**src/design/bfs_augmenting_max_flow_unit_defines.svh**
```systemverilog
// Assertion macros shared by the max-flow unit RTL
`ifndef BFS_AUGMENTING_MAX_FLOW_UNIT_DEFINES_SVH
`define BFS_AUGMENTING_MAX_FLOW_UNIT_DEFINES_SVH

// same-cycle implication
`define BFSMF_ASSERT_IMP(lbl, clk, rstn, ante, cons) \
    lbl: assert property (@(posedge clk) disable iff (!(rstn)) (ante) |-> (cons)) \
        else $error("assertion failed");

// next-cycle implication
`define BFSMF_ASSERT_NXT(lbl, clk, rstn, ante, cons) \
    lbl: assert property (@(posedge clk) disable iff (!(rstn)) (ante) |=> (cons)) \
        else $error("assertion failed");

`endif

```
**src/design/bfsmf_pkg.sv**
```systemverilog
// Shared types and constants of the max-flow unit
package bfsmf_pkg;

    localparam int DEF_MAX_NODES = 64;
    localparam int DEF_CAP_BITS  = 16;
    localparam int NODE_FW       = 6;
    localparam int CAP_FW        = 16;
    localparam int NC_W          = 7;
    localparam int CFG_W         = 7;
    localparam int CFG_IDX_W     = 2;
    localparam int TOTAL_W       = 22;
    localparam logic [TOTAL_W-1:0] TOTAL_MAX = 22'h3FFFFF;

    localparam logic [CFG_IDX_W-1:0] REG_NODE_COUNT = 2'd0;
    localparam logic [CFG_IDX_W-1:0] REG_SOURCE     = 2'd1;
    localparam logic [CFG_IDX_W-1:0] REG_SINK       = 2'd2;

    localparam logic CMD_LOAD = 1'b0;
    localparam logic CMD_RUN  = 1'b1;

    typedef enum logic [1:0] {
        DIR_NONE = 2'd0,
        DIR_FWD  = 2'd1,
        DIR_BWD  = 2'd2,
        DIR_SRC  = 2'd3
    } dir_t;

    typedef enum logic [4:0] {
        ST_CLR_CAP,
        ST_IDLE,
        ST_CLR_FLOW,
        ST_CHECK_CFG,
        ST_INIT,
        ST_POP,
        ST_POP_WAIT,
        ST_LBL_WAIT,
        ST_SCAN_FWD,
        ST_SCAN_BWD,
        ST_SCAN_END,
        ST_SINK_CHK,
        ST_AUG_START,
        ST_AUG_NECK,
        ST_AUG_STEP,
        ST_AUG_LBL,
        ST_AUG_FLOW,
        ST_ADD,
        ST_DONE
    } state_t;

    typedef struct packed {
        logic in_ready;
        logic load;
        logic cap_clr;
        logic flow_clr;
        logic total_clr;
        logic search_init;
        logic pop;
        logic take_u;
        logic take_neck_u;
        logic scan_issue;
        logic scan_bwd;
        logic aug_start;
        logic take_neck;
        logic aug_flow_rd;
        logic aug_flow_wr;
        logic total_add;
        logic result;
    } ctl_cmd_t;

    typedef struct packed {
        logic sweep_last;
        logic cfg_ok;
        logic queue_empty;
        logic scan_last;
        logic sink_found;
        logic aug_done;
        logic out_busy;
    } ctl_sts_t;

endpackage

```
**src/design/bfsmf_ctrl.sv**
```systemverilog
// Sequencer of the max-flow unit: clearing, search, augmentation, result
module bfsmf_ctrl (
    input  logic                aclk,
    input  logic                aresetn,
    input  logic                s_tvalid,
    input  logic                s_tuser,
    input  bfsmf_pkg::ctl_sts_t sts,
    output bfsmf_pkg::ctl_cmd_t cmd
);
    import bfsmf_pkg::*;

    state_t state_reg;
    state_t state_next;

    always_ff @(posedge aclk) begin
        if (!aresetn) begin
            state_reg <= ST_CLR_CAP;
        end else begin
            state_reg <= state_next;
        end
    end

    always_comb begin
        state_next = state_reg;
        cmd        = '0;
        case (state_reg)
            ST_CLR_CAP: begin
                cmd.cap_clr = 1'b1;
                if (sts.sweep_last) state_next = ST_IDLE;
            end
            ST_IDLE: begin
                cmd.in_ready = 1'b1;
                if (s_tvalid) begin
                    if (s_tuser == CMD_RUN) begin
                        cmd.total_clr = 1'b1;
                        state_next    = ST_CLR_FLOW;
                    end else begin
                        cmd.load = 1'b1;
                    end
                end
            end
            ST_CLR_FLOW: begin
                cmd.flow_clr = 1'b1;
                if (sts.sweep_last) state_next = ST_CHECK_CFG;
            end
            ST_CHECK_CFG: begin
                state_next = sts.cfg_ok ? ST_INIT : ST_DONE;
            end
            ST_INIT: begin
                cmd.search_init = 1'b1;
                state_next      = ST_POP;
            end
            ST_POP: begin
                if (sts.queue_empty) begin
                    state_next = ST_DONE;
                end else begin
                    cmd.pop    = 1'b1;
                    state_next = ST_POP_WAIT;
                end
            end
            ST_POP_WAIT: begin
                cmd.take_u = 1'b1;
                state_next = ST_LBL_WAIT;
            end
            ST_LBL_WAIT: begin
                cmd.take_neck_u = 1'b1;
                state_next      = ST_SCAN_FWD;
            end
            ST_SCAN_FWD: begin
                cmd.scan_issue = 1'b1;
                if (sts.scan_last) state_next = ST_SCAN_BWD;
            end
            ST_SCAN_BWD: begin
                cmd.scan_issue = 1'b1;
                cmd.scan_bwd   = 1'b1;
                if (sts.scan_last) state_next = ST_SCAN_END;
            end
            ST_SCAN_END: begin
                state_next = ST_SINK_CHK;
            end
            ST_SINK_CHK: begin
                state_next = sts.sink_found ? ST_AUG_START : ST_POP;
            end
            ST_AUG_START: begin
                cmd.aug_start = 1'b1;
                state_next    = ST_AUG_NECK;
            end
            ST_AUG_NECK: begin
                cmd.take_neck = 1'b1;
                state_next    = ST_AUG_STEP;
            end
            ST_AUG_STEP: begin
                if (sts.aug_done) begin
                    state_next = ST_ADD;
                end else begin
                    state_next = ST_AUG_LBL;
                end
            end
            ST_AUG_LBL: begin
                cmd.aug_flow_rd = 1'b1;
                state_next      = ST_AUG_FLOW;
            end
            ST_AUG_FLOW: begin
                cmd.aug_flow_wr = 1'b1;
                state_next      = ST_AUG_STEP;
            end
            ST_ADD: begin
                cmd.total_add = 1'b1;
                state_next    = ST_INIT;
            end
            ST_DONE: begin
                if (!sts.out_busy) begin
                    cmd.result = 1'b1;
                    state_next = ST_IDLE;
                end
            end
            default: begin
                state_next = ST_CLR_CAP;
            end
        endcase
    end

endmodule

```
**config.mk**
```make
export PLATFORM = sky130hd
export DESIGN_NAME = bfsmf_ctrl
export DESIGN_NICKNAME = d
export VERILOG_FILES = /design/src/design/bfs_augmenting_max_flow_unit_defines.svh /design/src/design/bfsmf_pkg.sv /design/src/design/bfsmf_ctrl.sv
export SDC_FILE = /design/constraint.sdc
export NUM_CORES = 1
export LEC_CHECK = 0
export ABC_CLOCK_PERIOD_IN_PS = 3150
export BUFFER_PORTS_ARGS = -buffer_cell sky130_fd_sc_hd__buf_2
export CAP_MARGIN = 20
export CORE_MARGIN = 3
export CORE_UTILIZATION = 35
export CTS_BUF_LIST = sky130_fd_sc_hd__clkbuf_2
export CTS_CLUSTER_SIZE = 10
export DETAILED_ROUTE_END_ITERATION = 6
export PLACE_DENSITY = 0.75
export SYNTH_ARGS = -nofsm -noshare
export SYNTH_HDL_FRONTEND = slang
export SYNTH_SLANG_ARGS = --single-unit
```
**constraint.sdc**
```tcl
create_clock -name aclk -period 3.15 [get_ports aclk]
set_clock_uncertainty 0.2 [all_clocks]
set_input_delay 0.63 -clock aclk [delete_from_list [all_inputs] [get_ports aclk]]
set_output_delay 0.63 -clock aclk [all_outputs]
set_load 0.02 [all_outputs]
```
==> results of run 1 <==
-- metal layers --
metal / wire length [um] / vias to the layer above / part of all wire / track usage
li1: - / 369 / - / -
met5: 0 / - / 0 / 0
met1: 796 / 324 / 0.47 / 0.240
met4: 0 / 0 / 0 / 0.0682
met2: 767 / 27 / 0.46 / 0.275
met3: 113 / 0 / 0.067 / 0.0117
-- power by group through the flow --
stage / Sequential (W) / Combinational [W] / Clock [W]
finish: 0.000109 / 0.000329 / 0.0000576
global route: 0.000113 / 0.000367 / 0.0000644
global placement: 0.000108 / 0.000321 / 0
CTS: 0.000108 / 0.000328 / 0.0000615
detailed placement: 0.000109 / 0.000327 / 0
floorplan: 0.0000972 / 0.000254 / 0
-- worst register-to-register path: cells and delay by family (launching register included) --
kind,cells,cell delay [ns]
AND/OR/NAND/NOR,3,1.03
flip-flops,1,0.58
AO/OA/AOI/OAI,1,0.23
-- path summary, 6_finish.rpt --
check                                   from  slack (ns)      endpoint
worst min register to register  state_reg[0]        0.53  state_reg[1]
worst min-delay path                 aresetn        0.48  state_reg[2]
worst max register to register  state_reg[1]        1.04  state_reg[1]
worst max-delay path            state_reg[1]        0.53       cmd[12]
-- placed cells by master (no fill, tap or decap), types with 2 or more instances in the layout --
cell type / netlist / final
nand2_1: 4 / 4
a21oi_1: 5 / 5
o22ai_1: 2 / 2
nor3_1: 9 / 9
nor4b_1: 2 / 2
dfxtp_1: 5 / 5
or3b_2: 2 / 2
nand3b_1: 3 / 3
nor2_1: 12 / 12
nor2b_1: 2 / 2
o21ai_0: 2 / 2
inv_1: 2 / 2
o21a_1: 2 / 2
nand2b_1: 4 / 4
buf_2: 0 / 27
buf_4: 0 / 3
a31oi_1: 3 / 3
and3_1: 2 / 2
clkbuf_2: 0 / 4
-- cells by family after synthesis --
family / share of synthesized area
and+or+nand+nor: 0.484
AOI/OAI and AO/OA: 0.288
buffers and inverters: 0.0527
DFF: 0.176
-- cell type report --
type / count / area (um2) / area share
Inverter: 2 / 7.51 / 0.0101
Timing Repair Buffer: 30 / 158 / 0.212
Clock buffer: 4 / 20.0 / 0.0269
Multi-Input combinational cell: 70 / 439 / 0.591
Sequential cell: 5 / 100 / 0.135
Tap cell: 15 / 18.8 / 0.0253
-- metrics by stage --
stage / instances / hold slack [ns] / power (W) / utilization / area, um2
2_1_floorplan: 83 / 0.476 / 0.000351 / - / 569
3_3_place_gp: 122 / 0.513 / 0.000430 / 0.511 / 723
3_5_place_dp: 122 / 0.518 / 0.000436 / 0.511 / 723
4_1_cts: 126 / 0.462 / 0.000498 / 0.525 / 743
5_1_grt: 126 / 0.484 / 0.000544 / 0.525 / 743
6_report: 126 / 0.477 / 0.000496 / 0.525 / 743
==> impl_metrics.csv, run 1 <==
group,metric,value,unit
power_and_ir_drop,p_sw_frac,0.490,
sta,hold_violations,0,
critical_path,reg2reg_depth,4,
route,ant_nets,0,
die,initial_core_util,0.402,
clock_network,clk_latency,0.21,ns
die,core,0.00142,mm2
finish,fin_nets,123,
grt,grt_antenna_before_repair,0,
placement,place_ws,0.771,ns
run_status,run_status,"finished clean",
sta,setup_violations,0,
critical_path,cp_num_buf_inv,1,
grt,grt_pass1_vias,641,
power_and_ir_drop,power_leakage,0.355,nW
critical_path,worst-path-stages,4,
synth,synth_edf_count,0,
grt,grt_pass1_wl,2760,um
synth,ys_types,33,
clock_network,clockBufferDepth,2,
placement,hpwl,1310,um
clock_network,cts.repair.resized,0,
clock_network,hold_buffers,0,
critical_path,crit_chain,"or3b_2 > nor3_1 > and3_1 > buf_2",
synth,synth_nets,94,
synth,synth_commonest_cells,"12 x nor2_1, 9 x nor3_1, 6 x clkbuf_1, 5 x a21oi_1, 5 x dfxtp_1",
synth,ys.flop_type,"dfxtp_1",
route,wl,1680,um
clock_network,cts_tree,"done",
power_and_ir_drop,internal_power,0.000253,W
worst_hold_path,whs_path_depth,2,
synth,yosysTopAreaCell,"dfxtp_1",
finish,largest_register_ffs,5,
finish,antenna_cells,0,
die,die_h,46.3,um
critical_path,cpPeakStageDelay,0.53,ns
die,rows,13,
route,dr.pass1.iters,4,
critical_path,cp.arrival,1.79,ns
route,vias,720,
critical_path,cpMaxStageDelayCell,"or3b_2",
finish,nFillCells,160,
die,die_w,46.3,um
critical_path,required,2.32,ns
power_and_ir_drop,comb_power_share,0.665,
grt,grt_overflow_total,0,
synth,ys_ff_latch,5,
clock_network,clkTransAtPathRegs,0.05,ns
power_and_ir_drop,ir_drop,0.431,mV
grt,grt_use_total,0.173,
clock_network,cts_buffers,3,
synth,ys_async_sr_fraction,0,
critical_path,cp-end-kind,"output pin",
sta,finalCritPeriodShare,0.832,
sta,slew_viol_final,0,
route,wire_per_inst,13.3,um
route,drc_errors,0,
synth,avgSynthCellArea,6.86,um2
sta,clock.fmax,382,MHz
power_and_ir_drop,sequentialPowerShare,0.219,
clock_network,root_buffer,"clkbuf_2",
power_and_ir_drop,p_switching,0.000243,W
clock_network,cts.sinks,5,
sta,grt_setup_unrepaired,"no",
synth,synth_area,569,um2
clock_network,post_cts_buffers,0,
sta,period_minus_slack,2.62,ns
finish,drive_above_1_share,0.351,
synth,ys_top_cells_by_area,"dfxtp_1 18%, nor3_1 7.9%, nor2_1 7.9%, a21oi_1 4.4%, nand2b_1 4.4%",
finish,syn2layout_area_growth,30.5,%
route,drtIter0Drc,27,
sta,slew_headroom,0.712,
power_and_ir_drop,power.density,667,mW/mm2
critical_path,startpoint_type,"flip-flop",
critical_path,crit_family,"simple AND/OR/NAND/NOR gates",
placement,io_buffer_count,27,
route,via_per_inst,5.71,
placement,gp_congestion,0.822,
synth,ys_warn_count,0,
clock_network,cts_htree_levels,1,
sta,finalSetupTns,0,ns
power_and_ir_drop,clock_power_share,0.116,
grt,grt_start_max_net_pins,21,
critical_path,cp_max_fo,16,
synth,ys_seq_area_frac,0.176,
worst_hold_path,min_path_type,"input port to flip-flop",
die,dieArea,0.00215,mm2
synth,syn_inst,83,
die,io_pins,28,
flow_run,drv_cap,0,
sta,layout_setup_ws,0.529,ns
synth,synth_most_common_cell,"nor2_1",
synth,yosysTopAreaCellShare,0.176,
critical_path,path_class,"flip-flop to output pin",
sta,tightest_slew,0.431,ns
Note: power is estimated with default switching activity, not from simulation.
==> run 2, diff against run 1 <==
- ABC_AREA: not set -> 1
- ABC_CLOCK_PERIOD_IN_PS: 3150 -> 2570
- PLACE_DENSITY: 0.75 -> 0.73
- clock period: 3.15 -> 2.57 ns (I/O delays scaled with it)
==> run 2 against run 1 <==
Effect of this change: worst setup slack got worse by 0.24 ns; critical path type unchanged; die area increased by 11%; final area increased by 7.7%; sequential power increased by 20%; largest cell class unchanged; highest routed layer is now met4; power increased by 12%; non-clock buffer count decreased by 3; sequential share of layout area decreased by 0.97 points; area after synthesis increased by 12%; register-to-register slack got worse by 0.22 ns.
==> impl_metrics.csv, run 2 <==
group,metric,value,unit
run_status,run_status,"finished clean",
sta,period_minus_slack,2.28,ns
grt,grt_pass1_wl,2950,um
power_and_ir_drop,power_leakage,0.557,nW
placement,placed_area,781,um2
synth,ys_async_sr_fraction,0,
critical_path,r2r-end,"state_reg[1]",
finish,drive_above_1_share,0.261,
die,io_pins,28,
finish,largest_register_ffs,5,
critical_path,crit_chain,"inv_2 > nor2_2 > nand2_1 > inv_1 > nand2_1 > nor2_1 > buf_2",
clock_network,root_buffer,"clkbuf_2",
grt,grt_pass1_vias,684,
clock_network,hold_buffers,0,
synth,ys_seq_area_frac,0.157,
die,die_w,48.7,um
critical_path,cp-end-kind,"output pin",
sta,hold_violations,0,
finish,final_common_cell,"nand2_1",
finish,nFillCells,180,
synth,synth_edf_count,0,
route,wl,1910,um
flow_run,drv_cap,0,
sta,clock.fmax,438,MHz
grt,busiest_layer,"met1",
grt,grt_antenna_before_repair,0,
grt,grt_use_met3,0.0583,
synth,ys_ff_latch,5,
clock_network,post_cts_buffers,0,
sta,finalCritPeriodShare,0.889,
finish,multi_input_area,422,um2
clock_network,clockBufferDepth,2,
critical_path,path_class,"flip-flop to output pin",
clock_network,cts_tree,"done",
sta,slew_headroom,0.762,
critical_path,cpMaxStageDelayCell,"dfxtp_1",
die,initial_core_util,0.397,
grt,use_met1,0.219,
clock_network,clkTransAtPathRegs,0.06,ns
clock_network,cts_buffers,3,
synth,syn_inst,125,
worst_hold_path,hp-start,"aresetn",
route,drtIter0Drc,39,
clock_network,cts.sinks,5,
finish,seq_area,100,um2
synth,ys_warn_count,0,
critical_path,startpoint_type,"flip-flop",
die,die_h,48.7,um
finish,antenna_cells,0,
synth,synth_nets,136,
sta,finalSetupTns,0,ns
power_and_ir_drop,ir_drop,0.355,mV
critical_path,cp.arrival,1.57,ns
route,vias,873,
synth,synth_commonest_cells,"30 x nand2_1, 23 x nor2_1, 21 x inv_1, 17 x nand3_1",
die,core,0.00161,mm2
sta,tightest_slew,0.357,ns
worst_hold_path,min_path_type,"input port to flip-flop",
sta,slew_viol_final,0,
synth,yosysTopAreaCellShare,0.176,
synth,ys_top_cells_by_area,"nand2_1 18%, dfxtp_1 16%, nor2_1 14%, nand3_1 13%, inv_1 12%",
synth,synth_area,639,um2
route,wire_per_inst,10.8,um
die,dieArea,0.00238,mm2
critical_path,r2r_slack,0.82,ns
critical_path,cpPeakStageDelay,0.51,ns
clock_network,clk_latency,0.23,ns
route,dr.pass1.iters,4,
clock_network,cts.repair.resized,0,
sta,grt_setup_unrepaired,"no",
critical_path,required,1.86,ns
synth,ys.flop_type,"dfxtp_1",
route,via_per_inst,4.93,
synth,ys_types,20,
grt,use_met2,0.217,
critical_path,worst_path_most_repeated_cell,"nand2_1",
worst_hold_path,whs_path_depth,3,
synth,yosysTopAreaCell,"nand2_1",
placement,gp_congestion,0.937,
finish,final_area,801,um2
sta,setup_violations,0,
sta,worst_hold_slack,0.312,ns
critical_path,reg2reg_depth,9,
route,ant_nets,0,
finish,fin_nets,165,
placement,hpwl,1540,um
grt,grt_use_total,0.157,
power_and_ir_drop,power.density,694,mW/mm2
finish,syn2layout_area_growth,25.2,%
placement,io_buffer_count,27,
route,drc_errors,0,
critical_path,r2r-start,"state_reg[0]",
synth,synth_most_common_cell,"nand2_1",
die,rows,14,
grt,grt_start_max_net_pins,11,
synth,avgSynthCellArea,5.11,um2
grt,grt_overflow_total,0,
finish,layout_common_cells,"30 x nand2_1, 27 x buf_2, 23 x nor2_1",
worst_hold_path,hold_end,"state_reg[3]",
clock_network,cts_htree_levels,1,
critical_path,cp_max_fo,9,
run 2: per-stage QoR:
stage	power [W]	instances	utilization	setup slack (ns)
after floorplan	0.000395	125	-	0.515
after global placement	0.000473	173	0.484	0.586
after detailed placement	0.000477	173	0.484	0.540
after CTS	0.000554	177	0.497	0.286
after global routing	0.000607	177	0.497	0.107
final	0.000556	177	0.497	0.286
run 2: cells by family (layout without fill, tap and decap cells):
| logic type | Yosys count | after routing | share of synthesized area |
|---|---|---|---|
| buffers and inverters | 28 | 56 | 0.184 |
| AND/OR/NAND/NOR | 82 | 82 | 0.573 |
| flip-flops | 5 | 5 | 0.157 |
| AO/OA/AOI/OAI | 10 | 10 | 0.0861 |
run 2: where the power goes:
part	switching (W)	internal, W	total, W
Sequential	0.0000364	0.0000947	0.000131
Clock	0.0000348	0.0000412	0.0000760
Combinational	0.000240	0.000109	0.000349
Total	0.000312	0.000244	0.000556
run 2: worst max path at each step:
stage,from,end,slack [ns],depth (start not counted)
after floorplan,state_reg[3],cmd[15],0.51,8
after global placement,state_reg[0],cmd[15],0.59,7
after detailed placement,state_reg[0],cmd[15],0.54,7
after CTS,state_reg[0],cmd[15],0.29,7
after global routing,state_reg[0],cmd[15],0.11,7
final,state_reg[0],cmd[15],0.29,7
run 2: worst max-delay path: cells and delay by family, from the launching register on:
kind,cells,cell delay [ns]
DFF,1,0.51
buffers and inverters,3,0.35
and+or+nand+nor,4,0.49
run 2: final cells by class:
class                   instances  share of cell area
repair buffers                 27               0.169
inverters                      25               0.117
multi-input cells              92               0.527
flip-flops and latches          5               0.125
clock buffers                   4              0.0250
well taps                      24              0.0375
run 2: routing by layer:
layer	vias up	wire length [um]
met2	42	831
met5	-	0
met1	382	862
li1	443	-
met4	0	32
met3	6	179
==> run 3, diff against run 2 <==
--- a/constraint.sdc
+++ b/constraint.sdc
@@ -4,2 +4,2 @@
 set_output_delay 0.514 -clock aclk [all_outputs]
-set_load 0.02 [all_outputs]
+set_load 0.1 [all_outputs]
==> run 3 against run 2 <==
Effect of this change: clock power decreased by 1%; power increased by 39%; register-to-register slack got worse by 0.02 ns; sequential share of layout area decreased by 0.42 points; critical path type unchanged; global-route usage increased by 0.064 points; non-clock buffer count increased by 1; first-iteration DRC count decreased by 51%; critical path depth decreased by 1; via count decreased by 0.80%; final cell count increased by 0.56%.
==> impl_metrics.csv, run 3 (synthesis results as in run 2) <==
group,metric,value,unit
run_status,run_status,"finished clean",
route,wire_per_inst,10.6,um
critical_path,startpoint_type,"flip-flop",
placement,place_ws,0.359,ns
critical_path,cpPeakStageDelay,0.43,ns
worst_hold_path,hold_end,"state_reg[3]",
route,drtIter0Drc,19,
placement,hpwl,1550,um
flow_run,drv_cap,0,
power_and_ir_drop,internal_power,0.000255,W
placement,gp_congestion,0.906,
finish,multi_input_area,439,um2
power_and_ir_drop,ir_drop,0.393,mV
placement,io_buffer_count,27,
route,wl,1890,um
power_and_ir_drop,power_leakage,0.563,nW
finish,drive_above_1_share,0.305,
route,dr.pass1.iters,4,
sta,grt_setup_unrepaired,"no",
grt,grt_overflow_total,0,
worst_hold_path,min_path_type,"input port to flip-flop",
sta,hold_violations,0,
clock_network,cts.sinks,5,
die,die_h,48.7,um
critical_path,r2r_slack,0.80,ns
sta,layout_setup_ws,0.102,ns
finish,post-route-util,0.514,
clock_network,root_buffer,"clkbuf_2",
die,dieArea,0.00238,mm2
sta,slew_headroom,0.677,
sta,finalCritPeriodShare,0.960,
power_and_ir_drop,clock_power_share,0.097,
clock_network,cts_htree_levels,1,
finish,final_area,828,um2
finish,fin_nets,166,
sta,clock.fmax,405,MHz
grt,grt_start_max_net_pins,11,
critical_path,cp_max_fo,10,
finish,seq_area,100,um2
critical_path,crit_chain,"inv_2 > nand3_1 > inv_2 > nand2_1 > nor2_2 > buf_2",
power_and_ir_drop,p_switching,0.000520,W
route,vias,866,
clock_network,cts_buffers,3,
power_and_ir_drop,sequentialPowerShare,0.157,
die,io_pins,28,
critical_path,r2r-end,"state_reg[1]",
grt,grt_antenna_before_repair,0,
clock_network,clockBufferDepth,2,
critical_path,worst_path_most_repeated_cell,"inv_2",
critical_path,path_class,"flip-flop to output pin",
sta,tightest_slew,0.488,ns
clock_network,clk_latency,0.22,ns
critical_path,cp-end-kind,"output pin",
critical_path,r2r-start,"state_reg[4]",
clock_network,clkTransAtPathRegs,0.07,ns
die,rows,14,
power_and_ir_drop,power.density,936,mW/mm2
finish,syn2layout_area_growth,29.5,%
die,die_w,48.7,um
die,initial_core_util,0.397,
critical_path,cpMaxStageDelayCell,"buf_2",
finish,antenna_cells,0,
worst_hold_path,whs_path_depth,3,
die,core,0.00161,mm2
critical_path,cp.arrival,1.75,ns
critical_path,reg2reg_depth,9,
worst_hold_path,hp-start,"aresetn",
sta,setup_violations,0,
grt,grt_use_total,0.158,
sta,period_minus_slack,2.47,ns
power_and_ir_drop,comb_power_share,0.747,
power_and_ir_drop,finalPower,0.000775,W
route,via_per_inst,4.87,
finish,final_common_cell,"nand2_1",
grt,grt_pass1_wl,3040,um
clock_network,cts_tree,"done",
sta,worst_hold_slack,0.308,ns
power_and_ir_drop,p_sw_frac,0.671,
finish,largest_register_ffs,5,
sta,slew_viol_final,0,
route,drc_errors,0,
critical_path,required,1.86,ns
grt,grt_pass1_vias,721,
finish,nFillCells,181,
finish,layout_common_cells,"30 x nand2_1, 26 x buf_2, 21 x inv_1",
route,ant_nets,0,
placement,placed_area,806,um2
[run 3: changes by cell type in the layout (fill, tap and decap cells not counted)]
cell	before	now
clkbuf_4	0	1
nor3_2	1	2
buf_2	27	26
nor2_1	23	18
nor2_2	3	8
buf_4	0	1
nor3_1	2	1
[run 3: worst max-delay path: cells and delay by family (launching register included)]
family,cells,cell delay [ns]
and+or+nand+nor,3,0.39
DFF,1,0.40
buffers and inverters,3,0.73
[run 3: cell type report]
type,count,area share
Clock buffer,4,0.0242
Sequential cell,5,0.121
Multi-Input combinational cell,92,0.530
Timing Repair Buffer,28,0.175
Tap cell,24,0.0363
Inverter,25,0.113
[run 3: worst max-delay path by stage]
stage | from | to | slack [ns] | depth (start not counted)
2_1_floorplan | state_reg[3] | cmd[15] | -0.55 | 8
3_3_place_gp | state_reg[4] | cmd[10] | 0.36 | 6
3_5_place_dp | state_reg[3] | cmd[15] | 0.36 | 8
4_1_cts | state_reg[3] | cmd[15] | 0.1 | 8
5_1_grt | state_reg[4] | cmd[10] | 0.02 | 6
6_report | state_reg[4] | cmd[10] | 0.10 | 6
[run 3: layer usage]
layer | up-vias | global-route usage | part of all wire
met1 | 377 | 0.200 | 0.44
li1 | 447 | - | -
met3 | 2 | 0.0583 | 0.073
met5 | - | 0 | 0
met4 | 0 | 0.0284 | 0.0090
met2 | 40 | 0.256 | 0.47
[run 3: power by group through the flow]
stage | Combinational, W | Clock [W] | Sequential [W]
5_1_grt | 0.000624 | 0.0000849 | 0.000124
6_report | 0.000579 | 0.0000750 | 0.000121
2_1_floorplan | 0.000493 | 0 | 0.000112
3_3_place_gp | 0.000574 | 0 | 0.000122
4_1_cts | 0.000577 | 0.0000774 | 0.000121
3_5_place_dp | 0.000574 | 0 | 0.000122
[run 3: repair_timing]
item	in CTS	in global routing
resized for setup	0	1
setup endpoints to repair	0	1
buffers inserted	0	0
hold buffers	0	0
[run 3: through the flow]
stage          setup TNS, ns  instances
2_1_floorplan         -0.788        125
3_3_place_gp               0        174
3_5_place_dp               0        174
4_1_cts                    0        178
5_1_grt                    0        178
6_report                   0        178
